`src/hdl/resource_state_barrier_tracker_top_macros.svh`:
```
// Assertion macros shared by the barrier tracker RTL.
`ifndef RESOURCE_STATE_BARRIER_TRACKER_TOP_MACROS_SVH
`define RESOURCE_STATE_BARRIER_TRACKER_TOP_MACROS_SVH
`ifndef SYNTH
`define RSBT_ASSERT_IMP(label, clk, rst, ante, cons, msg) \
   label: assert property (@(posedge clk) disable iff (rst) (ante) |-> (cons)) else $error(msg);
`define RSBT_ASSERT_NXT(label, clk, rst, ante, cons, msg) \
   label: assert property (@(posedge clk) disable iff (rst) (ante) |=> (cons)) else $error(msg);
`else
`define RSBT_ASSERT_IMP(label, clk, rst, ante, cons, msg)
`define RSBT_ASSERT_NXT(label, clk, rst, ante, cons, msg)
`endif
`endif

```
`src/hdl/rsbt_pkg.sv`:
```
// Types, sizes and codes shared by the barrier tracker modules.
`timescale 1ns / 1ps
package rsbt_pkg;
   localparam int MAX_RESOURCES = 64;
   localparam int MAX_OVERRIDES = 16;
   localparam int SLOT_W = (MAX_RESOURCES > 1) ? $clog2(MAX_RESOURCES) : 1;
   localparam int JW = (MAX_OVERRIDES > 1) ? $clog2(MAX_OVERRIDES) : 1;
   localparam int CNT_W = $clog2(MAX_OVERRIDES + 1);
   localparam int OVA_W = (MAX_RESOURCES * MAX_OVERRIDES > 1) ?
                          $clog2(MAX_RESOURCES * MAX_OVERRIDES) : 1;

   typedef enum logic [1:0] {
      OP_TRANSITION = 2'd0,
      OP_UAV        = 2'd1,
      OP_ALIASING   = 2'd2,
      OP_CLEAR      = 2'd3
   } op_type;

   typedef enum logic [2:0] {
      KIND_IMMEDIATE = 3'd0,
      KIND_PENDING   = 3'd1,
      KIND_UAV       = 3'd2,
      KIND_ALIASING  = 3'd3,
      KIND_ERROR     = 3'd4
   } kind_type;

   typedef enum logic [1:0] {
      ERR_NONE          = 2'd0,
      ERR_TABLE_FULL    = 2'd1,
      ERR_OVERRIDE_FULL = 2'd2
   } err_type;

   typedef enum logic [2:0] {
      SEL_UAV,
      SEL_ALIAS,
      SEL_PENDING,
      SEL_ERR_TABLE,
      SEL_ERR_OVERRIDE,
      SEL_IMM_OVERRIDE,
      SEL_IMM_DEFAULT,
      SEL_IMM_SUB
   } sel_type;

   typedef struct packed {
      logic [1:0]  op;
      logic [31:0] resource_id;
      logic [31:0] alias_after_id;
      logic        all_subs;
      logic [15:0] sub_index;
      logic [31:0] before_state;
      logic [31:0] after_state;
      logic [1:0]  barrier_flags;
   } req_type;

   typedef struct packed {
      logic [2:0]  kind;
      logic [31:0] out_resource;
      logic [31:0] out_alias_after;
      logic        out_all_subs;
      logic [15:0] out_sub_index;
      logic [31:0] out_before;
      logic [31:0] out_after;
      logic [1:0]  out_flags;
      logic [1:0]  error_code;
      logic        last;
   } rsp_type;

   typedef struct packed {
      logic    in_ready;
      logic    clear;
      logic    scan_start;
      logic    scan_run;
      logic    j_clr;
      logic    j_inc;
      logic    p1_chk;
      logic    emit;
      sel_type sel;
      logic    last;
      logic    wr_new;
      logic    wr_all;
      logic    wr_sub;
   } cmd_type;

   typedef struct packed {
      logic       in_valid;
      logic [1:0] in_op;
      logic [1:0] lat_op;
      logic       lat_all;
      logic       hit;
      logic       scan_end;
      logic       free_found;
      logic       cnt_zero;
      logic       cnt_full;
      logic       j_last;
      logic       ov_diff;
      logic       last_j_match;
      logic       found;
      logic       def_diff;
      logic       cur_diff;
      logic       out_free;
   } sts_type;
endpackage

```
`src/hdl/rsbt_ctrl.sv`:
```
// Sequencer of the barrier tracker: lookup, override passes, barrier emission, table update.
`timescale 1ns / 1ps
module rsbt_ctrl import rsbt_pkg::*; (
   input  logic    clock,
   input  logic    reset,
   input  sts_type sts,
   output cmd_type cmd
);
   typedef enum logic [3:0] {
      S_IDLE,
      S_PASS,
      S_SCAN,
      S_MISS,
      S_INFO_WAIT,
      S_DECIDE,
      S_P1_RD,
      S_P1_CHK,
      S_P2_RD,
      S_P2_CHK,
      S_ALL_DEF,
      S_SUB
   } state_type;

   state_type state_ff;
   state_type state_in;

   always_comb begin
      cmd = '0;
      cmd.sel = SEL_UAV;
      state_in = state_ff;
      unique case (state_ff)
         S_IDLE: begin
            cmd.in_ready = 1'b1;
            if (sts.in_valid) begin
               priority case (sts.in_op)
                  OP_CLEAR: cmd.clear = 1'b1;
                  OP_UAV, OP_ALIASING: state_in = S_PASS;
                  default: begin
                     cmd.scan_start = 1'b1;
                     state_in = S_SCAN;
                  end
               endcase
            end
         end
         S_PASS: begin
            if (sts.out_free) begin
               cmd.emit = 1'b1;
               cmd.last = 1'b1;
               cmd.sel = (sts.lat_op == OP_UAV) ? SEL_UAV : SEL_ALIAS;
               state_in = S_IDLE;
            end
         end
         S_SCAN: begin
            cmd.scan_run = 1'b1;
            if (sts.hit) begin
               state_in = S_INFO_WAIT;
            end else if (sts.scan_end) begin
               state_in = S_MISS;
            end
         end
         S_MISS: begin
            if (sts.out_free) begin
               cmd.emit = 1'b1;
               cmd.last = 1'b1;
               cmd.sel = sts.free_found ? SEL_PENDING : SEL_ERR_TABLE;
               cmd.wr_new = sts.free_found;
               state_in = S_IDLE;
            end
         end
         S_INFO_WAIT: begin
            cmd.j_clr = 1'b1;
            state_in = S_DECIDE;
         end
         S_DECIDE: begin
            if (!sts.cnt_zero) begin
               state_in = S_P1_RD;
            end else if (sts.lat_all) begin
               state_in = S_ALL_DEF;
            end else begin
               state_in = S_SUB;
            end
         end
         S_P1_RD: state_in = S_P1_CHK;
         S_P1_CHK: begin
            cmd.p1_chk = 1'b1;
            if (sts.j_last) begin
               cmd.j_clr = 1'b1;
               state_in = sts.lat_all ? S_P2_RD : S_SUB;
            end else begin
               cmd.j_inc = 1'b1;
               state_in = S_P1_RD;
            end
         end
         S_P2_RD: state_in = S_P2_CHK;
         S_P2_CHK: begin
            if (!sts.ov_diff || sts.out_free) begin
               cmd.emit = sts.ov_diff;
               cmd.sel = SEL_IMM_OVERRIDE;
               cmd.last = sts.last_j_match;
               if (sts.j_last) begin
                  cmd.wr_all = 1'b1;
                  state_in = S_IDLE;
               end else begin
                  cmd.j_inc = 1'b1;
                  state_in = S_P2_RD;
               end
            end
         end
         S_ALL_DEF: begin
            if (!sts.def_diff || sts.out_free) begin
               cmd.emit = sts.def_diff;
               cmd.sel = SEL_IMM_DEFAULT;
               cmd.last = 1'b1;
               cmd.wr_all = 1'b1;
               state_in = S_IDLE;
            end
         end
         S_SUB: begin
            if (!sts.found && sts.cnt_full) begin
               if (sts.out_free) begin
                  cmd.emit = 1'b1;
                  cmd.sel = SEL_ERR_OVERRIDE;
                  cmd.last = 1'b1;
                  state_in = S_IDLE;
               end
            end else if (!sts.cur_diff || sts.out_free) begin
               cmd.emit = sts.cur_diff;
               cmd.sel = SEL_IMM_SUB;
               cmd.last = 1'b1;
               cmd.wr_sub = 1'b1;
               state_in = S_IDLE;
            end
         end
         default: state_in = S_IDLE;
      endcase
   end

   always_ff @(posedge clock) begin
      if (reset) begin
         state_ff <= S_IDLE;
      end else begin
         state_ff <= state_in;
      end
   end
endmodule

```
`config.mk`:
```
export PLATFORM = sky130hd
export DESIGN_NAME = rsbt_ctrl
export DESIGN_NICKNAME = d
export VERILOG_FILES = /design/src/hdl/resource_state_barrier_tracker_top_macros.svh /design/src/hdl/rsbt_pkg.sv /design/src/hdl/rsbt_ctrl.sv
export SDC_FILE = /design/constraint.sdc
export NUM_CORES = 1
export LEC_CHECK = 0
export BUFFER_PORTS_ARGS = -buffer_cell sky130_fd_sc_hd__buf_2
export CAP_MARGIN = 20
export CORE_MARGIN = 2
export CORE_UTILIZATION = 38
export DETAILED_ROUTE_END_ITERATION = 8
export GPL_TIMING_DRIVEN = 0
export PLACE_DENSITY_LB_ADDON = 0.25
export SETUP_SLACK_MARGIN = 0.4
export SLEW_MARGIN = 0
export SYNTH_ARGS = -nofsm -noshare
export SYNTH_HDL_FRONTEND = slang
export SYNTH_SLANG_ARGS = --single-unit
export TNS_END_PERCENT = 100
```
`constraint.sdc`:
```
create_clock -name clock -period 3.9 [get_ports clock]
set_clock_uncertainty 0.1 [all_clocks]
set_input_delay 0.195 -clock clock [delete_from_list [all_inputs] [get_ports clock]]
set_output_delay 0.195 -clock clock [all_outputs]
set_load 0.005 [all_outputs]
```
After elaboration in Yosys (flattened, before gate mapping). Index checks and enable logic that the tools add are counted.

Register bits after elaboration: 4. Latch bits: 0. RAM bits: 0. Memory bits (read-only): 0. Logic and storage cells: 78. Memories: 0.

Add/subtract/negate cells: 0. Multipliers: 0. Divide/modulo/power cells: 0. Order comparisons: 0. Equal/unequal tests: 21. Shifts and indexed selects: 0. Muxes and demuxes: 43. Bitwise operators: 0. Reduce and logical (&&, ||, !) cells: 13.

Operators by type and width (number): $mux W4 (11); $pmux W4 S11 (1); $mux W5 (6); $pmux W5 S5 (1); $eq A4 B3 Y1 const B (4); $eq A4 B4 Y1 const B (4); $mux W1 (16); $eq A4 B2 Y1 const B (2); $ne A2 B2 Y1 const B (4); $pmux W4 S2 (1); $mux W6 (1); $ne A3 B3 Y1 const B (2); $pmux W1 S2 (3); $reduce_and A6 Y1 (1); $eq A2 B1 Y1 const B (2); $eq A2 B2 Y1 const B (2); $eq A4 B1 Y1 const B (1); $logic_not A1 Y1 (4); $logic_not A4 Y1 (1); $mux W2 (2); $reduce_or A2 Y1 (2); $logic_or A1 B1 Y1 (3); $mux W3 (1); $reduce_or A3 Y1 (1); $logic_and A1 B1 Y1 (1).

Longest topological paths before layout. Gate-level depths: netlist (run 1).

Depth in word-level cells: 5. Gate-level depth with buffers: 6. Depth with buffers taken out: 6.

Worst setup path after synthesis (run 1). OpenSTA, ideal clock, no wires.

Kind: register to output. From: register state_ff[3]. To: output cmd[7] in the netlist's numbering. Arrival: 1.192 ns. Data required time: 3.605 ns. Path slack: 2.413 ns. Stages on the path, launching flop included: 6. Path buffers: 1. Cell sequence: dfxtp_1 -> buf_2 -> nand4_1 -> o21ai_1 -> a21oi_1 -> nor4b_1.

RTL lines: from (decl) (line rsbt_ctrl.sv:24) `state_type state_ff;`; from (signal assigned) (line rsbt_ctrl.sv:142) `state_ff <= state_in;`; to (decl) (line rsbt_ctrl.sv:7) `output cmd_type cmd`.

==> impl_metrics.env, run 1 <==
export IMPL_setup_viol=0
export IMPL_hp_start="reset"
export IMPL_syn_num_nets=124
export IMPL_place_gp_congestion=0.9404
export IMPL_grt_pass1_vias=689
export IMPL_drive_above_1_share_pct=35.97
export IMPL_clock_sinks=4
export IMPL_tightest_slew_ns=0.4095
export IMPL_period_minus_slack_ns=1.959
export IMPL_crit_path_start_kind="register"
export IMPL_worstPathArrival_ns=1.66
export IMPL_min_path_type="primary input to register"
export IMPL_worst_r2r_startpoint="state_ff[2]"
export IMPL_largest_reg_flops=4
export IMPL_place_ws_ns=2.183
export IMPL_required_ns=3.61
export IMPL_antenna_found_initial=0
export IMPL_vias=892
export IMPL_fin_nets=163
export IMPL_syn_area_um2=678.2
export IMPL_wl_mm=1.930
export IMPL_dp_cells=161
export IMPL_fin_tns_setup_ns=0
export IMPL_ant_nets=0
export IMPL_dr_first_iter_drc_count=27
export IMPL_top_regs="state_ff (4)"
export IMPL_powerDensity_mw_per_mm2=421.7
export IMPL_relSlewSlack_pct=72.41
export IMPL_fillers=184
export IMPL_rrSetupSlack_ns=2.31
export IMPL_synth_seq_cells=4
export IMPL_htreeDepth=1
export IMPL_largest_register="state_ff"
export IMPL_grt_max_degree=11
export IMPL_dp_hpwl_mm=1.577
export IMPL_cts_tree="built"
export IMPL_hold_violations=0
export IMPL_p_leak_nw=0.4894
export IMPL_maxCapViolCount=0
export IMPL_die_width_um=46.25
export IMPL_drt_vias_per_instance=5.439
export IMPL_synth_edff_count=0
export IMPL_grt_ovfl_total=0
export IMPL_fp_dieH_um=46.25
export IMPL_fin_cells=164
export IMPL_slew_viol_final=0
export IMPL_min_period_over_period_pct=50.24
export IMPL_status="complete, no violations"
export IMPL_post_cts_buffers=0
export IMPL_dominantRegCellSynth="dfxtp_1"
export IMPL_clockBufferDepth=2
export IMPL_fmax_mhz=510.4
export IMPL_ctsHoldBuffers=0
export IMPL_holdPathEnd="state_ff[3]"
export IMPL_core_area_mm2=0.001708
export IMPL_root_buffer="clkbuf_4"
export IMPL_ys_warn_count=0
export IMPL_ys_seq_area_share_pct=11.81
export IMPL_synthArstFlopShare_pct=0
export IMPL_path_class="register to primary output"
export IMPL_synthCells=102
export IMPL_cts_resized_gates=0
export IMPL_start_util_pct=39.71
export IMPL_r2r_end="state_ff[1]"
export IMPL_clk_pin_slew_ns=0.03
export IMPL_holdPathStages=2
export IMPL_track_usage_pct=16.65
export IMPL_drtPass1Iterations=4
export IMPL_diodes=0
export IMPL_die_area_mm2=0.002139
export IMPL_drc_errors=0
export IMPL_grt_pass1_wl_mm=2.746
export IMPL_num_rows=15
export IMPL_io_buffer_count=34
export IMPL_avgSynthCellArea_um2=6.649
export IMPL_ir_drop_uv=183.9
export IMPL_crit_path_max_fanout=10
export IMPL_end_kind="primary output"
export IMPL_synthDistinctLibCells=38
export IMPL_rr_worst_depth=5
export IMPL_area_growth_syn_to_layout_pct=33.03
export IMPL_routedWlPerCell_um=11.77
export IMPL_clkLatencyLatePin_ns=0.23
export IMPL_postLayoutSetupSlackWorst_ns=1.941
export IMPL_cts_inserted_buffers=3
export IMPL_rsz0062_at_grt="no"
export IMPL_io_pins=35
[cells in the mapped netlist, drive strengths merged (2+ instances only)]
cell type | count | area [µm²]
inv | 13 | 48.79
o21ai | 11 | 55.05
a21oi | 8 | 40.04
nand3 | 8 | 40.04
buf | 7 | 40.03
nor2 | 7 | 26.28
nand2 | 5 | 18.77
and3 | 4 | 25.02
dfxtp | 4 | 80.08
nand2b | 3 | 18.77
nor2b | 3 | 18.77
a31oi | 2 | 12.51
and4bb | 2 | 25.02
ha | 2 | 25.02
nand4 | 2 | 12.51
nor3 | 2 | 10.01
nor4b | 2 | 23.77
[layout by cell type (no fill, tap or decap), drive strengths merged, types with 2 or more instances in the layout]
cell type  synthesis  layout
nand2b             3       3
nand3              8       8
and4bb             2       2
nor3               2       2
nor2               7       7
nand4              2       2
nor2b              3       3
clkbuf             0       3
a21oi              8       8
and3               4       4
a31oi              2       2
buf                7      41
nor4b              2       2
dfxtp              4       4
nand2              5       5
o21ai             11      11
ha                 2       2
inv               13      13
[worst max path at each step]
stage,start,end,slack (ns),cells past startpoint
3_5_place_dp,state_ff[3],cmd[7],2.18,6
2_1_floorplan,state_ff[3],cmd[7],2.41,5
3_3_place_gp,state_ff[3],cmd[7],2.18,6
5_1_grt,state_ff[3],cmd[7],1.81,6
6_report,state_ff[3],cmd[7],1.94,6
4_1_cts,state_ff[3],cmd[7],1.94,6
[kinds of logic (layout without fill, tap and decap cells)]
group	count (synthesis)	after routing	share of synthesized area [%]
AND/OR/NAND/NOR	42	42	38.38
AO/OA/AOI/OAI	32	32	29.89
flip-flops	4	4	11.81
multiplexers	2	2	3.136
buffers and inverters	20	57	13.10
adder cells (fa/ha/maj)	2	2	3.689
[power by group]
part | internal, W | switching (W) | total (W)
registers | 0.0000537 | 0.0000119 | 0.0000656
logic | 0.000117 | 0.000149 | 0.000266
clock network | 0.0000343 | 0.0000144 | 0.0000487
total | 0.000205 | 0.000175 | 0.000380
[routing by layer]
metal  wire length [µm]  part of all wire, %  vias to the layer above  global-route usage (%)
li1                   -                    -                      448                       -
met1                901                   47                      416                   23.95
met2                953                   49                       28                   28.61
met3                 75                  3.9                        0                       0
met4                  0                    0                        0                   1.714
met5                  0                    0                        -                       0
[worst max-delay path, stage by stage (launching register included)]
cell and delay (ns):
dfxtp_1 0.41, buf_2 0.24, nand4_1 0.14, o21ai_1 0.15
a21oi_1 0.05, nor4b_1 0.28, buf_2 0.16
[layout make-up]
class | instances | area (µm²) | area share [%]
multi-input combinational | 78 | 509.2 | 56.45
tap | 25 | 31.28 | 3.467
inverter | 13 | 48.80 | 5.409
buffer | 7 | 40.04 | 4.438
sequential | 4 | 80.08 | 8.877
timing repair buffer | 34 | 170.2 | 18.86
clock buffer | 3 | 22.52 | 2.497
[metrics by stage]
step	util (%)	total power, W	cell area [µm²]	hold WS, ns
6_report	52.82	0.0003804	902.1	0.06924
5_1_grt	52.82	0.0004129	902.1	0.07138
4_1_cts	52.82	0.0003792	902.1	0.07190
3_5_place_dp	51.50	0.0003295	879.6	0.3064
3_3_place_gp	51.50	0.0003246	879.6	0.3059
2_1_floorplan	-	0.0002512	678.2	0.1644
(Power assumes the default switching activity.)
==> run 2: changes to the inputs <==
ABC_AREA = 1   (was default)
clock period = 1.7 ns   (was 3.9 ns; I/O delays follow)
==> impl_metrics.env, run 2 <==
export IMPL_diodes=0
export IMPL_synthDistinctLibCells=18
export IMPL_path_buf_inv=3
export IMPL_synth_top_area_share_pct=23.51
export IMPL_status="complete, no violations"
export IMPL_synthCells=138
export IMPL_rsz0062_at_grt="yes"
export IMPL_max_stage_delay_ns=0.40
export IMPL_cts_tree="built"
export IMPL_num_rows=15
export IMPL_drtPass1Iterations=4
export IMPL_grt_max_degree=9
export IMPL_dp_hpwl_mm=1.630
export IMPL_required_ns=1.51
export IMPL_dominantRegCellSynth="dfxtp_1"
export IMPL_hp_start="sts[11]"
export IMPL_drive_above_1_share_pct=51.34
export IMPL_maxCapViolCount=0
export IMPL_fin_nets=211
export IMPL_largest_reg_flops=4
export IMPL_synth_top_area_cell="nand2_1"
export IMPL_powerDensity_mw_per_mm2=691.5
export IMPL_syn_area_um2=670.6
export IMPL_grt_pass1_wl_mm=3.374
export IMPL_dr_first_iter_drc_count=29
export IMPL_tightest_slew_ns=0.4024
export IMPL_synthTopCellsByArea="nand2_1 (24%), inv_1 (17%), nor2_1 (16%)"
export IMPL_synth_seq_cells=4
export IMPL_routedWlPerCell_um=11.35
export IMPL_met2_length_mm=1.168
export IMPL_place_gp_congestion=0.8811
export IMPL_core_area_mm2=0.001689
export IMPL_final_common_cell="buf_2"
export IMPL_clock_sinks=4
export IMPL_end_kind="primary output"
export IMPL_holdPathEnd="state_ff[2]"
export IMPL_area_growth_syn_to_layout_pct=76.87
export IMPL_wl_mm=2.315
export IMPL_rrSetupSlack_ns=0.29
export IMPL_dp_cells=188
export IMPL_relSlewSlack_pct=73.08
export IMPL_fin_tns_setup_ns=0
export IMPL_highest_layer="met4"
export IMPL_slowest_stage="dfxtp_4"
export IMPL_clkLatencyLatePin_ns=0.23
export IMPL_path_class="register to primary output"
export IMPL_largest_register="state_ff"
export IMPL_syn_num_nets=160
export IMPL_clockBufferDepth=2
export IMPL_avgSynthCellArea_um2=4.860
export IMPL_ys_seq_area_share_pct=11.94
export IMPL_setup_viol=0
export IMPL_cts_inserted_buffers=3
export IMPL_grt_ovfl_total=0
export IMPL_start_util_pct=39.70
export IMPL_crit_path_start_kind="register"
export IMPL_period_minus_slack_ns=1.533
export IMPL_top_regs="state_ff (4)"
export IMPL_antenna_found_initial=0
export IMPL_drt_vias_per_instance=5.029
export IMPL_rr_worst_depth=9
export IMPL_synth_commonest_cells="nand2_1 (42), inv_1 (30), nor2_1 (28)"
export IMPL_track_usage_pct=22.04
export IMPL_fmax_mhz=652.5
export IMPL_io_buffer_count=33
export IMPL_io_pins=35
export IMPL_vias=1026
export IMPL_cp_top_family="flip-flops"
export IMPL_post_route_util_pct=70.22
export IMPL_worstPathArrival_ns=1.35
export IMPL_grt_pass1_vias=849
export IMPL_final_cell_mix="buf_2 (32), nand2_1 (31), inv_1 (20)"
export IMPL_min_period_over_period_pct=90.15
export IMPL_ys_warn_count=0
export IMPL_fp_dieH_um=46.01
export IMPL_die_width_um=46.01
export IMPL_ant_nets=0
export IMPL_die_area_mm2=0.002117
export IMPL_htreeDepth=1
export IMPL_clk_pin_slew_ns=0.04
export IMPL_fin_cells=204
export IMPL_synthArstFlopShare_pct=0
export IMPL_hold_violations=0
export IMPL_min_path_type="primary input to register"
export IMPL_wl_met3_um=113
export IMPL_synth_edff_count=0
export IMPL_root_buffer="clkbuf_4"
export IMPL_crit_path_max_fanout=6
export IMPL_crit_chain="nand2_4 -> nor2_4 -> inv_2 -> o31ai_2 -> inv_1 -> nand2_1 -> buf_2"
export IMPL_crit_start="state_ff[1]"
export IMPL_worst_r2r_startpoint="state_ff[0]"
export IMPL_yosysMostFrequentCell="nand2_1"
export IMPL_p_leak_nw=0.6559
export IMPL_r2r_end="state_ff[0]"
export IMPL_holdPathStages=3
export IMPL_wl_met1_um=992
export IMPL_ir_drop_uv=546.1
export IMPL_slew_viol_final=0
export IMPL_drc_errors=0
run 2: changes by cell type in the layout (fill, tap and decap cells not counted), moves of 5 or more:
cell     change
inv_1        +8
nor2_4      +10
nand2_1     +26
buf_2        -7
inv_2        +8
nand2_2      +7
o21ai_0      -5
buf_4        +9
nor2_1      +11
run 2: final cells by class:
cell class | instances | area (µm²)
Clock buffer | 3 | 22.52
Multi-Input combinational cell | 103 | 651.9
Fill cell | 138 | 503.0
Sequential cell | 4 | 95.09
Inverter | 30 | 115.1
Tap cell | 17 | 21.27
Buffer | 1 | 5.005
Timing Repair Buffer | 46 | 275.3
run 2: how the worst max path moves through the flow:
stage	end	slack, ns	cells past startpoint
CTS	cmd[3]	0.18	8
detailed placement	cmd[3]	0.19	8
global placement	cmd[3]	0.20	8
global route	cmd[3]	0.08	7
finish	cmd[6]	0.17	7
floorplan	state_ff[3]	0.43	8
run 2: worst reg2reg max path: cells and delay by family, from the launching register on:
family,cells,cell delay (ns)
flops,1,0.39
buf+inv,2,0.19
simple gates,6,0.53
compound gates,1,0.12
run 2: metal layers:
metal | vias up | GRT usage (%)
li1 | 531 | -
met1 | 450 | 27.00
met4 | 0 | 6.857
met3 | 4 | 2.381
met5 | - | 0
met2 | 41 | 39.44
run 2: repair_timing:
action | in CTS | in global routing
setup buffers | 11 | 1
setup endpoints to repair | 16 | 19
gates cloned | 0 | 0
resized for setup | 49 | 19
hold buffers | 1 | 0
pin swaps | 11 | 7
hold endpoints to repair | 4 | 0
run 2: cell families after synthesis:
logic type / share of synthesized area, %
AND/OR/NAND/NOR: 52.43
AO/OA/AOI/OAI: 14.37
buffers and inverters: 17.54
flip-flops: 11.94
adder cells (fa/ha/maj): 3.731
run 2: power by group:
part	total [W]	internal [W]	switching, W
sequential	0.000171	0.000122	0.0000487
clock	0.000116	0.0000788	0.0000373
combinational	0.000533	0.000222	0.000311
total	0.000820	0.000423	0.000398
run 2: through the flow:
step / worst slack (ns) / total power (W) / area (µm²) / hold WS (ns)
finish: 0.1674 / 0.0008202 / 1186 / 0.05028
global route: 0.08280 / 0.0008828 / 1186 / 0.07487
CTS: 0.1834 / 0.0007589 / 1105 / 0.04146
detailed placement: 0.1881 / 0.0005066 / 865.8 / 0.1904
global placement: 0.2024 / 0.0005015 / 865.8 / 0.1901
floorplan: 0.4320 / 0.0003895 / 679.4 / 0.04665
